$ cat src/design/ipv_pkg.sv
// ----------------------------------------------------------------------------
// ipv_pkg
// Shared beat types, character codes and character classes for the
// address text validator.
// ----------------------------------------------------------------------------
package ipv_pkg;

  // Input beat: one byte of the text and the end-of-string mark
  typedef struct packed {
    logic [7:0] char_code;
    logic       last_char;
  } ipv_in_t;

  // Result beat
  typedef struct packed {
    logic is_ipv4;
    logic is_ipv6;
  } ipv_out_t;

  localparam logic [7:0] ChNul   = 8'h00;
  localparam logic [7:0] ChTab   = 8'h09;
  localparam logic [7:0] ChCr    = 8'h0D;
  localparam logic [7:0] ChSpace = 8'h20;
  localparam logic [7:0] ChPlus  = 8'h2B;
  localparam logic [7:0] ChMinus = 8'h2D;
  localparam logic [7:0] ChZero  = 8'h30;
  localparam logic [7:0] ChNine  = 8'h39;

  // Space, TAB, LF, VT, FF, CR
  function automatic logic is_white(input logic [7:0] c);
    return (c == ChSpace) || ((c >= ChTab) && (c <= ChCr));
  endfunction

  function automatic logic is_digit(input logic [7:0] c);
    return (c >= ChZero) && (c <= ChNine);
  endfunction

  function automatic logic is_sign(input logic [7:0] c);
    return (c == ChPlus) || (c == ChMinus);
  endfunction

endpackage

$ cat src/design/ipv_dot_check.sv
// ----------------------------------------------------------------------------
// ipv_dot_check
// Dotted IPv4 parse state. Updates once per byte and reports the verdict
// combinationally for the final byte of a string.
// ----------------------------------------------------------------------------
module ipv_dot_check import ipv_pkg::*; (
  input  logic       clk_i,
  input  logic       rst_ni,
  input  logic       step_i,
  input  logic [7:0] char_i,
  input  logic       last_i,
  output logic       ok_o
);

  typedef enum logic [1:0] {
    PhSpace,
    PhSign,
    PhDigit
  } phase_e;

  localparam logic [7:0] ChDot = 8'h2E;

  logic       fail_q, fail_d, b_fail, e_fail;
  logic [1:0] parts_q, parts_d, b_parts;
  phase_e     phase_q, phase_d, b_phase;
  logic [8:0] value_q, value_d, b_value;
  logic       neg_q, neg_d, b_neg;
  logic [3:0] digit;
  logic [11:0] prod;

  // A part is bad unless it ended in digits, is not a nonzero negative, and fits
  function automatic logic part_bad(input phase_e ph, input logic neg,
                                    input logic [8:0] val);
    return (ph != PhDigit) || (neg && (val != 9'd0)) || (val > 9'd255);
  endfunction

  assign digit = 4'(char_i - ChZero);
  assign prod  = {value_q, 3'b000} + {2'b00, value_q, 1'b0} + {8'd0, digit};

  // Apply one byte
  always_comb begin
    b_fail  = fail_q;
    b_parts = parts_q;
    b_phase = phase_q;
    b_value = value_q;
    b_neg   = neg_q;
    if (char_i == ChNul) begin
      b_fail = 1'b1;
    end else if (char_i == ChDot) begin
      if (last_i || part_bad(phase_q, neg_q, value_q) || (parts_q == 2'd3)) begin
        b_fail = 1'b1;
      end
      if (parts_q != 2'd3) begin
        b_parts = parts_q + 2'd1;
      end
      b_phase = PhSpace;
      b_value = '0;
      b_neg   = 1'b0;
    end else if (is_digit(char_i)) begin
      b_value = (prod > 12'd255) ? 9'd256 : prod[8:0];
      b_phase = PhDigit;
    end else if ((phase_q == PhSpace) && is_white(char_i)) begin
      b_phase = PhSpace;
    end else if ((phase_q == PhSpace) && is_sign(char_i)) begin
      b_neg   = (char_i == ChMinus);
      b_phase = PhSign;
    end else begin
      b_fail = 1'b1;
    end
  end

  // Close the final part
  assign e_fail = b_fail || part_bad(b_phase, b_neg, b_value);
  assign ok_o   = !e_fail;

  // Advance on each byte, clear after the final one
  always_comb begin
    fail_d  = fail_q;
    parts_d = parts_q;
    phase_d = phase_q;
    value_d = value_q;
    neg_d   = neg_q;
    if (step_i && last_i) begin
      fail_d  = 1'b0;
      parts_d = '0;
      phase_d = PhSpace;
      value_d = '0;
      neg_d   = 1'b0;
    end else if (step_i) begin
      fail_d  = b_fail;
      parts_d = b_parts;
      phase_d = b_phase;
      value_d = b_value;
      neg_d   = b_neg;
    end
  end

  always_ff @(posedge clk_i or negedge rst_ni) begin
    if (!rst_ni) begin
      fail_q  <= 1'b0;
      parts_q <= '0;
      phase_q <= PhSpace;
      value_q <= '0;
      neg_q   <= 1'b0;
    end else begin
      fail_q  <= fail_d;
      parts_q <= parts_d;
      phase_q <= phase_d;
      value_q <= value_d;
      neg_q   <= neg_d;
    end
  end

endmodule

$ cat src/design/ipv_colon_check.sv
// ----------------------------------------------------------------------------
// ipv_colon_check
// Colon IPv6 parse state with gap tracking, byte count and previous byte.
// Reports the verdict combinationally for the final byte of a string.
// ----------------------------------------------------------------------------
module ipv_colon_check import ipv_pkg::*; (
  input  logic       clk_i,
  input  logic       rst_ni,
  input  logic       step_i,
  input  logic [7:0] char_i,
  input  logic       last_i,
  output logic       ok_o
);

  typedef enum logic [2:0] {
    PhEmpty,
    PhSpace,
    PhSign,
    PhZero,
    PhPrefix,
    PhHex
  } phase_e;

  typedef struct packed {
    logic       fail;
    logic       gap;
    logic [3:0] parts;
  } part_t;

  localparam logic [7:0]  ChColon   = 8'h3A;
  localparam logic [7:0]  ChLowX    = 8'h78;
  localparam logic [7:0]  ChUpX     = 8'h58;
  localparam logic [7:0]  ChLowA    = 8'h61;
  localparam logic [7:0]  ChLowF    = 8'h66;
  localparam logic [7:0]  ChUpA     = 8'h41;
  localparam logic [7:0]  ChUpF     = 8'h46;
  localparam logic [3:0]  FullParts = 4'd8;
  localparam logic [16:0] MaxValue  = 17'h0FFFF;
  localparam logic [16:0] SatValue  = 17'h10000;

  logic        seen;
  logic [1:0]  count_q, count_d;
  logic [7:0]  prev_q, prev_d;
  logic        fail_q, fail_d;
  logic        gap_q, gap_d;
  logic [3:0]  parts_q, parts_d;
  phase_e      phase_q, phase_d, b_phase;
  logic [16:0] value_q, value_d, b_value;
  logic        neg_q, neg_d, b_neg;
  part_t       cur, b_part, e_part;
  logic        hex_ok;
  logic [3:0]  hex_v;
  logic [20:0] hex_acc;
  logic        lead_gap, f_fail;

  assign seen = (count_q != 2'd0);

  // Hex digit decode
  always_comb begin
    hex_ok = 1'b1;
    hex_v  = '0;
    if (is_digit(char_i)) begin
      hex_v = 4'(char_i - ChZero);
    end else if ((char_i >= ChLowA) && (char_i <= ChLowF)) begin
      hex_v = 4'(char_i - ChLowA + 8'd10);
    end else if ((char_i >= ChUpA) && (char_i <= ChUpF)) begin
      hex_v = 4'(char_i - ChUpA + 8'd10);
    end else begin
      hex_ok = 1'b0;
    end
  end

  assign hex_acc = {value_q, 4'b0000} + {17'd0, hex_v};

  // Close a part: an empty part opens the gap, a numeric part must fit
  function automatic part_t end_part(input part_t p, input phase_e ph,
                                     input logic neg, input logic [16:0] val);
    part_t r;
    r = p;
    if (ph == PhEmpty) begin
      if (p.gap) r.fail = 1'b1;
      r.gap = 1'b1;
    end else if ((ph == PhZero) || (ph == PhHex)) begin
      if (!neg && (val > MaxValue)) r.fail = 1'b1;
    end else begin
      r.fail = 1'b1;
    end
    if (p.parts != 4'd15) r.parts = p.parts + 4'd1;
    return r;
  endfunction

  assign cur      = '{fail: fail_q, gap: gap_q, parts: parts_q};
  assign lead_gap = (count_q == 2'd1) && (prev_q == ChColon);

  // Apply one byte
  always_comb begin
    b_part  = cur;
    b_phase = phase_q;
    b_value = value_q;
    b_neg   = neg_q;
    if (last_i && !seen) begin
      b_part.fail = 1'b1;
    end
    if (last_i && (char_i == ChColon) && (prev_q != ChColon)) begin
      b_part.fail = 1'b1;
    end
    if (char_i == ChNul) begin
      b_part.fail = 1'b1;
    end else if (char_i == ChColon) begin
      if (lead_gap) begin
        b_part.gap   = 1'b1;
        b_part.parts = '0;
      end else begin
        b_part = end_part(b_part, phase_q, neg_q, value_q);
      end
      b_phase = PhEmpty;
      b_value = '0;
      b_neg   = 1'b0;
    end else begin
      case (phase_q)
        PhEmpty, PhSpace, PhSign: begin
          if ((phase_q != PhSign) && is_white(char_i)) begin
            b_phase = PhSpace;
          end else if ((phase_q != PhSign) && is_sign(char_i)) begin
            b_neg   = (char_i == ChMinus);
            b_phase = PhSign;
          end else if (char_i == ChZero) begin
            b_phase = PhZero;
          end else if (hex_ok) begin
            b_value = {13'd0, hex_v};
            b_phase = PhHex;
          end else begin
            b_part.fail = 1'b1;
          end
        end
        PhZero: begin
          if ((char_i == ChLowX) || (char_i == ChUpX)) begin
            b_phase = PhPrefix;
          end else if (hex_ok) begin
            b_value = {13'd0, hex_v};
            b_phase = PhHex;
          end else begin
            b_part.fail = 1'b1;
          end
        end
        PhPrefix: begin
          if (hex_ok) begin
            b_value = {13'd0, hex_v};
            b_phase = PhHex;
          end else begin
            b_part.fail = 1'b1;
          end
        end
        PhHex: begin
          if (hex_ok) begin
            b_value = (hex_acc > {4'd0, MaxValue}) ? SatValue : hex_acc[16:0];
          end else begin
            b_part.fail = 1'b1;
          end
        end
        default: begin
          b_part.fail = 1'b1;
        end
      endcase
    end
  end

  // Close the final part unless the string ends on a colon, then count parts
  always_comb begin
    e_part = b_part;
    if (char_i != ChColon) begin
      e_part = end_part(b_part, b_phase, b_neg, b_value);
    end
    f_fail = e_part.fail || (!e_part.gap && (e_part.parts != FullParts));
  end

  assign ok_o = !f_fail;

  // Advance on each byte, clear after the final one
  always_comb begin
    count_d = count_q;
    prev_d  = prev_q;
    fail_d  = fail_q;
    gap_d   = gap_q;
    parts_d = parts_q;
    phase_d = phase_q;
    value_d = value_q;
    neg_d   = neg_q;
    if (step_i && last_i) begin
      count_d = '0;
      prev_d  = ChNul;
      fail_d  = 1'b0;
      gap_d   = 1'b0;
      parts_d = '0;
      phase_d = PhEmpty;
      value_d = '0;
      neg_d   = 1'b0;
    end else if (step_i) begin
      count_d = (count_q == 2'd3) ? count_q : count_q + 2'd1;
      prev_d  = char_i;
      fail_d  = b_part.fail;
      gap_d   = b_part.gap;
      parts_d = b_part.parts;
      phase_d = b_phase;
      value_d = b_value;
      neg_d   = b_neg;
    end
  end

  always_ff @(posedge clk_i or negedge rst_ni) begin
    if (!rst_ni) begin
      count_q <= '0;
      prev_q  <= ChNul;
      fail_q  <= 1'b0;
      gap_q   <= 1'b0;
      parts_q <= '0;
      phase_q <= PhEmpty;
      value_q <= '0;
      neg_q   <= 1'b0;
    end else begin
      count_q <= count_d;
      prev_q  <= prev_d;
      fail_q  <= fail_d;
      gap_q   <= gap_d;
      parts_q <= parts_d;
      phase_q <= phase_d;
      value_q <= value_d;
      neg_q   <= neg_d;
    end
  end

endmodule

$ cat src/design/ip_address_text_validator_core.sv
// ----------------------------------------------------------------------------
// ip_address_text_validator_core
// Checks address text, one byte per beat, against IPv4 and IPv6 rules and
// returns one result beat on the final byte of each string.
// ----------------------------------------------------------------------------
//  channel | direction | handshake                 | payload
//  in      | input     | in_valid_i / in_stall_o   | in_data_i  (ipv_in_t)
//  out     | output    | out_valid_o / out_stall_i | out_data_o (ipv_out_t)
//
//  One byte per cycle sustained while no final byte is held; a result is
//  registered: its final byte waits in the input register, then the parse
//  logic loads the result register.
//  The parse registers in both checkers update once per byte and set the rate.
//  Reset clears both valid flags and all parse state; data registers load on
//  a beat only.
//  Non-final bytes never wait on the output side; a final byte waits in the
//  input register only while a previous result is held by out_stall_i.
module ip_address_text_validator_core import ipv_pkg::*; (
  input  logic     clk_i,
  input  logic     rst_ni,
  input  logic     in_valid_i,
  output logic     in_stall_o,
  input  ipv_in_t  in_data_i,
  output logic     out_valid_o,
  input  logic     out_stall_i,
  output ipv_out_t out_data_o
);

  logic     in_vld_q, in_vld_d;
  ipv_in_t  in_q;
  logic     out_vld_q, out_vld_d;
  ipv_out_t out_q;
  logic     blocked, fire, take, v4_ok, v6_ok;

  // Hold a final byte while the result register is full and stalled
  assign blocked    = in_q.last_char && out_vld_q && out_stall_i;
  assign fire       = in_vld_q && !blocked;
  assign in_stall_o = in_vld_q && blocked;
  assign take       = in_valid_i && !in_stall_o;

  assign in_vld_d  = take || (in_vld_q && !fire);
  assign out_vld_d = (fire && in_q.last_char) || (out_vld_q && out_stall_i);

  ipv_dot_check u_dot (
    .clk_i  (clk_i),
    .rst_ni (rst_ni),
    .step_i (fire),
    .char_i (in_q.char_code),
    .last_i (in_q.last_char),
    .ok_o   (v4_ok)
  );

  ipv_colon_check u_colon (
    .clk_i  (clk_i),
    .rst_ni (rst_ni),
    .step_i (fire),
    .char_i (in_q.char_code),
    .last_i (in_q.last_char),
    .ok_o   (v6_ok)
  );

  // Input register and result register
  always_ff @(posedge clk_i or negedge rst_ni) begin
    if (!rst_ni) begin
      in_vld_q  <= 1'b0;
      out_vld_q <= 1'b0;
    end else begin
      in_vld_q  <= in_vld_d;
      out_vld_q <= out_vld_d;
    end
  end

  always_ff @(posedge clk_i) begin
    if (take) begin
      in_q <= in_data_i;
    end
    if (fire && in_q.last_char) begin
      out_q.is_ipv4 <= v4_ok;
      out_q.is_ipv6 <= v6_ok;
    end
  end

  assign out_valid_o = out_vld_q;
  assign out_data_o  = out_q;

endmodule

$ cat config.mk
export PLATFORM = sky130hd
export DESIGN_NAME = ip_address_text_validator_core
export DESIGN_NICKNAME = d
export VERILOG_FILES = /design/src/design/ipv_pkg.sv /design/src/design/ipv_dot_check.sv /design/src/design/ipv_colon_check.sv /design/src/design/ip_address_text_validator_core.sv
export SDC_FILE = /design/constraint.sdc
export NUM_CORES = 1
export LEC_CHECK = 0
export ABC_AREA = 1
export CAP_MARGIN = 20
export CORE_MARGIN = 2
export CORE_UTILIZATION = 55
export DETAILED_ROUTE_END_ITERATION = 10
export DONT_BUFFER_PORTS = 1
export PLACE_DENSITY = 0.73
export SLEW_MARGIN = 20
export SYNTH_ARGS = -nofsm -noshare
export SYNTH_HDL_FRONTEND = slang
export SYNTH_SLANG_ARGS = --single-unit
$ cat constraint.sdc
create_clock -name clk_i -period 8.05 [get_ports clk_i]
set_input_delay 0.4025 -clock clk_i [delete_from_list [all_inputs] [get_ports clk_i]]
set_output_delay 0.4025 -clock clk_i [all_outputs]
set_load 0.1 [all_outputs]
* Word-level counts from Yosys, hierarchy flattened
Cells that the tools add are included.
Storage, ports and cells: register bits after elaboration 65, bits of input ports 13, output and inout port bits 4
Operators by class: add/subtract/negate cells 12, order comparisons 14, equality and inequality tests 30, muxes and demuxes 106, reduce and logical (&&, ||, !) cells 63
Operators with widths (number):
- 17-bit 2-to-1 mux | 11
- 17-bit one-hot mux with 4 select lines | 1
- 8-bit by 6-bit equality test with 1-bit output, second input constant | 7
- 9-bit 2-to-1 mux | 6
- 1-bit 2-to-1 mux | 49
- 17-bit by 16-bit greater-than comparator with 1-bit output, second input constant | 2
- 2-bit 2-to-1 mux | 15
- 4-bit 2-to-1 mux | 7
- 3-bit 2-to-1 mux | 9
- 1-bit logical AND | 25
- 21-bit by 4-bit adder with 21-bit output | 1
- 21-bit by 16-bit greater-than comparator with 1-bit output, second input constant | 1
- 9-bit by 8-bit greater-than comparator with 1-bit output, second input constant | 2
- 9-bit nonzero test | 2
- 8-bit by 7-bit equality test with 1-bit output, second input constant | 2
- 8-bit by 7-bit greater-or-equal comparator with 1-bit output, second input constant | 2
- 8-bit by 7-bit <= comparator with 1-bit output, second input constant | 2
- 8-bit 2-to-1 mux | 2
- 8-bit by 6-bit inequality test with 1-bit output, second input constant | 2
- 1-bit logical OR | 15
- 5-bit 2-to-1 mux | 3
- 12-bit by 10-bit adder with 12-bit output | 1
- 12-bit by 4-bit adder with 12-bit output | 1
- 12-bit by 8-bit greater-than comparator with 1-bit output, second input constant | 1
- 28 further kinds | 56

* Longest topological paths before layout
depth after elaboration 22, mapped depth 21

* By module
From an unflattened synthesis, not the netlist that was laid out.
Second synthesis, totals: cells, all modules 721, area, all modules 5141.2 sq um
Modules (own cells, without submodules):
- ipv_colon_check | instances 1, cells an instance 437, area each 2966.6 sq um, seq. area each 925.9 sq um
- ipv_dot_check | instances 1, cells an instance 259, area each 1737.9 sq um, seq. area each 375.4 sq um
- ip_address_text_validator_core | instances 1, cells an instance 25, area each 436.7 sq um, seq. area each 380.4 sq um

* Worst setup path before layout
OpenSTA, ideal clock, no wires.
kind register -> register, from reg in_q[4] (netlist bit), to reg out_q (netlist bit out_data_o[1]), data pin, arrival time 2598 ps, required time 7790 ps, setup slack 5192 ps, stages on the path, launching flop included 20, buffers on the path 0, period minus slack after synthesis 2858 ps, path through edfxtp_1 > fa_1 > inv_1 > fa_1 > inv_1 > nand2_1 > nand2_1 > nand2_1 > nand3_1 > nand2_1 > inv_1 > nand2_1 > nor2_1 > nand2_1 > nand2_1 > inv_1 > nand2_1 > nor2_1 > nand2_1 > a21oi_1
Between the ends: longest elaborated chain between the ends 13, elaborated cells on any way between the ends 45, classes of those cells 2 x add/sub; 6 x order compare; 5 x eq/ne; 19 x mux; 13 x reduce/logical
RTL lines:
- from (decl) | line ip_address_text_validator_core.sv:30 | ipv_in_t in_q;
- from (signal assigned) | line ip_address_text_validator_core.sv:75 | in_q <= in_data_i;
- parallel branches: the longest is 11 deep, another holds 12-bit by 4-bit adder with 12-bit output
- 1-bit logical OR (*) | line ipv_dot_check.sv:73 | assign e_fail = b_fail || part_bad(b_phase, b_neg, b_value);
- 1-bit logical NOT (*) | line ipv_dot_check.sv:74 | assign ok_o = !e_fail;
- via u_dot.ok_o | line ipv_dot_check.sv:12 | output logic ok_o
- to (decl) | line ip_address_text_validator_core.sv:32 | ipv_out_t out_q;
Mark *: on every way through the listed nets, which the timed path passes. A chain may end at the register's enable or synchronous reset.

* Final worst setup path
from reg in_q[1] (netlist bit), to reg out_q (netlist bit out_data_o[0]), data pin
Between the ends: longest elaborated chain between the ends 20, elaborated cells on any way between the ends 101, classes of those cells 7 x add/sub; 10 x order compare; 12 x eq/ne; 52 x mux; 20 x reduce/logical
RTL lines:
- 4-bit by 1-bit subtractor with 4-bit output (tied with other cells) | line ipv_colon_check.sv:65, ipv_colon_check.sv:67
- 4-bit adder or 1-bit logical AND (tied branches) | line ipv_colon_check.sv:65, ipv_colon_check.sv:67, ipv_colon_check.sv:66
- 4-bit 2-to-1 mux or 1-bit 2-to-1 mux (tied branches) | line ipv_colon_check.sv:66 | end else if ((char_i >= ChUpA) && (char_i <= ChUpF)) begin
- 4-bit 2-to-1 mux or 1-bit 2-to-1 mux (tied branches) | line ipv_colon_check.sv:64 | end else if ((char_i >= ChLowA) && (char_i <= ChLowF)) begin
- 4-bit 2-to-1 mux or 1-bit 2-to-1 mux (tied branches) | line ipv_colon_check.sv:62 | if (is_digit(char_i)) begin
- 21-bit by 4-bit adder with 21-bit output or 17-bit 2-to-1 mux (tied branches)
- 21-bit by 16-bit greater-than comparator with 1-bit output or 17-bit 2-to-1 mux (tied branches) | line ipv_colon_check.sv:156, ipv_colon_check.sv:127
- 17-bit 2-to-1 mux, on equally long branches | line ipv_colon_check.sv:156, ipv_colon_check.sv:124
- [5 not listed]
- 1-bit logical AND | line ipv_colon_check.sv:84 | if (!neg && (val > MaxValue)) r.fail = 1'b1;
- 1-bit 2-to-1 mux | line ipv_colon_check.sv:84
- 1-bit 2-to-1 mux | line ipv_colon_check.sv:83 | end else if ((ph == PhZero) || (ph == PhHex)) begin
- 1-bit 2-to-1 mux | line ipv_colon_check.sv:80 | if (ph == PhEmpty) begin
- 6-bit 2-to-1 mux (*) | line ipv_colon_check.sv:171 | if (char_i != ChColon) begin
- 1-bit logical OR (*) | line ipv_colon_check.sv:174 | f_fail = e_part.fail || (!e_part.gap && (e_part.parts != FullParts));
- 1-bit logical NOT (*) | line ipv_colon_check.sv:177 | assign ok_o = !f_fail;
- via u_colon.ok_o | line ipv_colon_check.sv:12 | output logic ok_o
Mark *: on every way through the listed nets, which the timed path passes. The rest lies on a longest branch.

==> run_results.csv <==
group,metric,value,unit
synth,avgSynthCellArea,6.98,µm²
synth,synth_area,4810,µm²
clock_network,cts.repair.resized,0,
die,die_area,9510,µm²
critical_path,start_kind,"flip-flop",
sta,holdWs,0.135,ns
pwr,peakVddDrop,0.129,mV
sta,relSlewSlack,0.382,
route,avgViaCountPerCell,5.66,
route,antenna_left,0,
sta,max_slew.worst_pin.slew,0.923,ns
worst_hold_path,hp-class,"primary input to flip-flop",
route,dr.first_iter.drc_count,336,
critical_path,critPathRequiredTime,8.17,ns
global_route,antenna_found_initial,0,
placed_design,place_congestion,0.931,
clock_network,post_cts_buffers,0,
clock_network,max-clock-path-buffers,2,
layout,layout.nets,727,
placed_design,dp.cells,779,
sta,rsz0062_at_grt,"no",
placed_design,port_buffers,0,
clock_network,htree_levels,3,
pwr,pwr_density_cell,149,nW/µm²
clock_network,cts_sinks,65,
global_route,grt_pass1_vias,4322,
die,placement_rows,34,
synth,ys_seq_area_frac,0.350,
route,firstDrtPassIters,5,
synth,ys_types,39,
global_route,grt_first_pass_wirelength,19800,µm
die,fp.dieW,97.5,µm
die,io_pins,17,
sta,setup_tns,0,ns
route,drc,0,
sta,hold_viol,0,
layout,multi_input_area,2580,µm²
route,wl,11500,µm
synth,synth_top_area_frac,0.281,
synth,synth_top_area_cell,"dfrtp_1",
flow_run,drv_cap,0,
critical_path,cp-startpoint,"in_q[1]$_DFFE_PP_",
synth,synth_cells,689,
critical_path,critPathArrivalTime,3.43,ns
sta,setup_viol,0,
route,wl_per_cell,14.5,µm
critical_path,crit_type,"flip-flop to flip-flop",
clock_network,path_clk_slew,0.07,ns
layout,area_growth_syn_to_layout,6.24,%
worst_hold_path,min_from,"in_data_i[0]",
status,run_status,"complete, no violations",
clock_network,ctsHoldBuffers,2,
global_route,overflow,0,
sta,slew_violations,0,
synth,synth_nets,732,
layout,layout-drive-gt1-share,0.0537,
sta,fmax,302,MHz
synth,ys_seq_elements,65,
route,routed-via-count,4510,
critical_path,r2r_start,"in_q[1]$_DFFE_PP_",
layout,n_fill_cell,804,
clock_network,cts-root-buf,"clkbuf_8",
critical_path,critPathCaptureType,"flip-flop",
placed_design,hpwl,8230,µm
critical_path,crit_fanout,28,
pwr,p_leak,0.00261,µW
die,start_util,0.560,
clock_network,cts_tree,"built",
sta,period_needed,3.31,ns
layout,fin_cells,797,
layout,num_antenna_cells,0,
global_route,grt_usage,0.253,
die,die_y,97.5,µm
synth,synth_area_leaders,"dfrtp_1, nand2_1, inv_1, ha_1, edfxtp_1",
sta,finalCritPeriodShare,0.411,
clock_network,cts_inserted_buffers,9,
synth,yosys_warnings,0,
clock_network,clkLatencyLatePin,0.36,ns
global_route,grt_max_degree,55,
die,core,8590,µm²
sta,clock_skew,0.00975,ns
layout,seq_area,1680,µm²
-- report_power, final --
| group | total (µW) | leakage, µW | internal (µW) | switching [µW] |
|---|---|---|---|---|
| Sequential | 374 | 0.000842 | 352 | 21.5 |
| Clock | 278 | 0.0000967 | 139 | 139 |
| Combinational | 110 | 0.00167 | 33.6 | 76.0 |
| Total | 761 | 0.00261 | 525 | 236 |
-- routing by layer --
| layer | up-vias | GRT usage | part of all wire |
|---|---|---|---|
| met1 | 2071 | 0.357 | 0.48 |
| met2 | 161 | 0.385 | 0.44 |
| met3 | 30 | 0.0561 | 0.055 |
| met4 | 0 | 0.0919 | 0.025 |
| li1 | 2248 | - | - |
| met5 | - | 0 | 0 |
-- sequential cells by signal, indices dropped and copies added (netlist names), 2 cells and up --
name	flops
in_q	9
out_data_o	2
u_colon.count_q	2
u_colon.parts_q	4
u_colon.phase_q	3
u_colon.prev_q	8
u_colon.value_q	17
u_dot.parts_q	2
u_dot.phase_q	2
u_dot.value_q	9
-- worst max-delay path: stages (launching register included) --
cell and delay [ns]:
edfxtp_1 0.44, inv_1 0.22, ha_1 0.23, nand3_2 0.49, inv_2 0.41, nand2_1 0.14
o211ai_1 0.29, inv_1 0.08, ha_1 0.22, nand3_1 0.09, inv_1 0.05, nand2_1 0.06
nand2_1 0.05, nand4_1 0.10, nand3_1 0.08, nand2_1 0.06, nor2_1 0.04
-- final cells by class --
class                           count  share of cell area
Inverter                          122              0.0901
Timing Repair Buffer                4              0.0103
Clock inverter                      5             0.00735
Clock buffer                       11              0.0318
Sequential cell                    65               0.329
Multi-Input combinational cell    482               0.505
Tap cell                          108              0.0264
-- cell usage after synthesis (all sizes together) --
library cell	n
nand2	198
xnor2	2
dfrtp	54
a31oi	1
o21bai	12
a21oi	25
nor3	3
o22ai	21
ha	28
o21ai	43
buf	6
nor2	51
a21boi	1
nand4	43
inv	119
xor2	2
clkinv	3
a22o	2
fa	2
nand3	41
o211ai	6
a211oi	1
edfxtp	11
clkbuf	14
-- final timing paths --
path                       slack (ns)                             end  cells past startpoint
max                              4.74         out_data_o[0]$_DFFE_PP_                     16
max in group asynchronous        7.20   u_colon.prev_q[6]$_DFFE_PN0P_                      2
max reg2reg                      4.74         out_data_o[0]$_DFFE_PP_                     16
min reg2reg                      0.48  u_colon.value_q[8]$_DFFE_PN0P_                      2
min                              0.14               in_q[0]$_DFFE_PP_                      0
min in group asynchronous        0.62  u_colon.phase_q[2]$_DFFE_PN0P_                      2
-- logic make-up after synthesis --
logic type               synth area share
AND/OR/NAND/NOR                     0.310
adder cells (fa/ha/maj)            0.0812
AO/OA/AOI/OAI                       0.137
flip-flops                          0.350
XOR/XNOR                          0.00729
buffers and inverters               0.115
-- placed cells by master (no fill, tap or decap), types with 10 or more instances in the layout --
master	Yosys	final
nand2_1	196	196
edfxtp_1	11	11
o21bai_1	12	12
o22ai_1	21	21
nand3_1	37	37
nor2_1	49	49
a21oi_1	24	24
clkbuf_8	0	10
inv_1	114	114
o21ai_0	41	40
nand4_1	42	42
dfrtp_1	54	54
ha_1	28	28
-- metrics by stage --
| step | instance area (µm²) | setup slack [ns] | total power [µW] | util |
|---|---|---|---|---|
| 2_1_floorplan | 4810 | 5.19 | 454 | - |
| 3_3_place_gp | 4870 | 4.99 | 478 | 0.567 |
| 3_5_place_dp | 4870 | 4.81 | 481 | 0.567 |
| 4_1_cts | 5110 | 4.80 | 764 | 0.595 |
| 5_1_grt | 5110 | 4.40 | 798 | 0.595 |
| 6_report | 5110 | 4.74 | 761 | 0.595 |
Note: power is estimated with default switching activity, not from simulation.
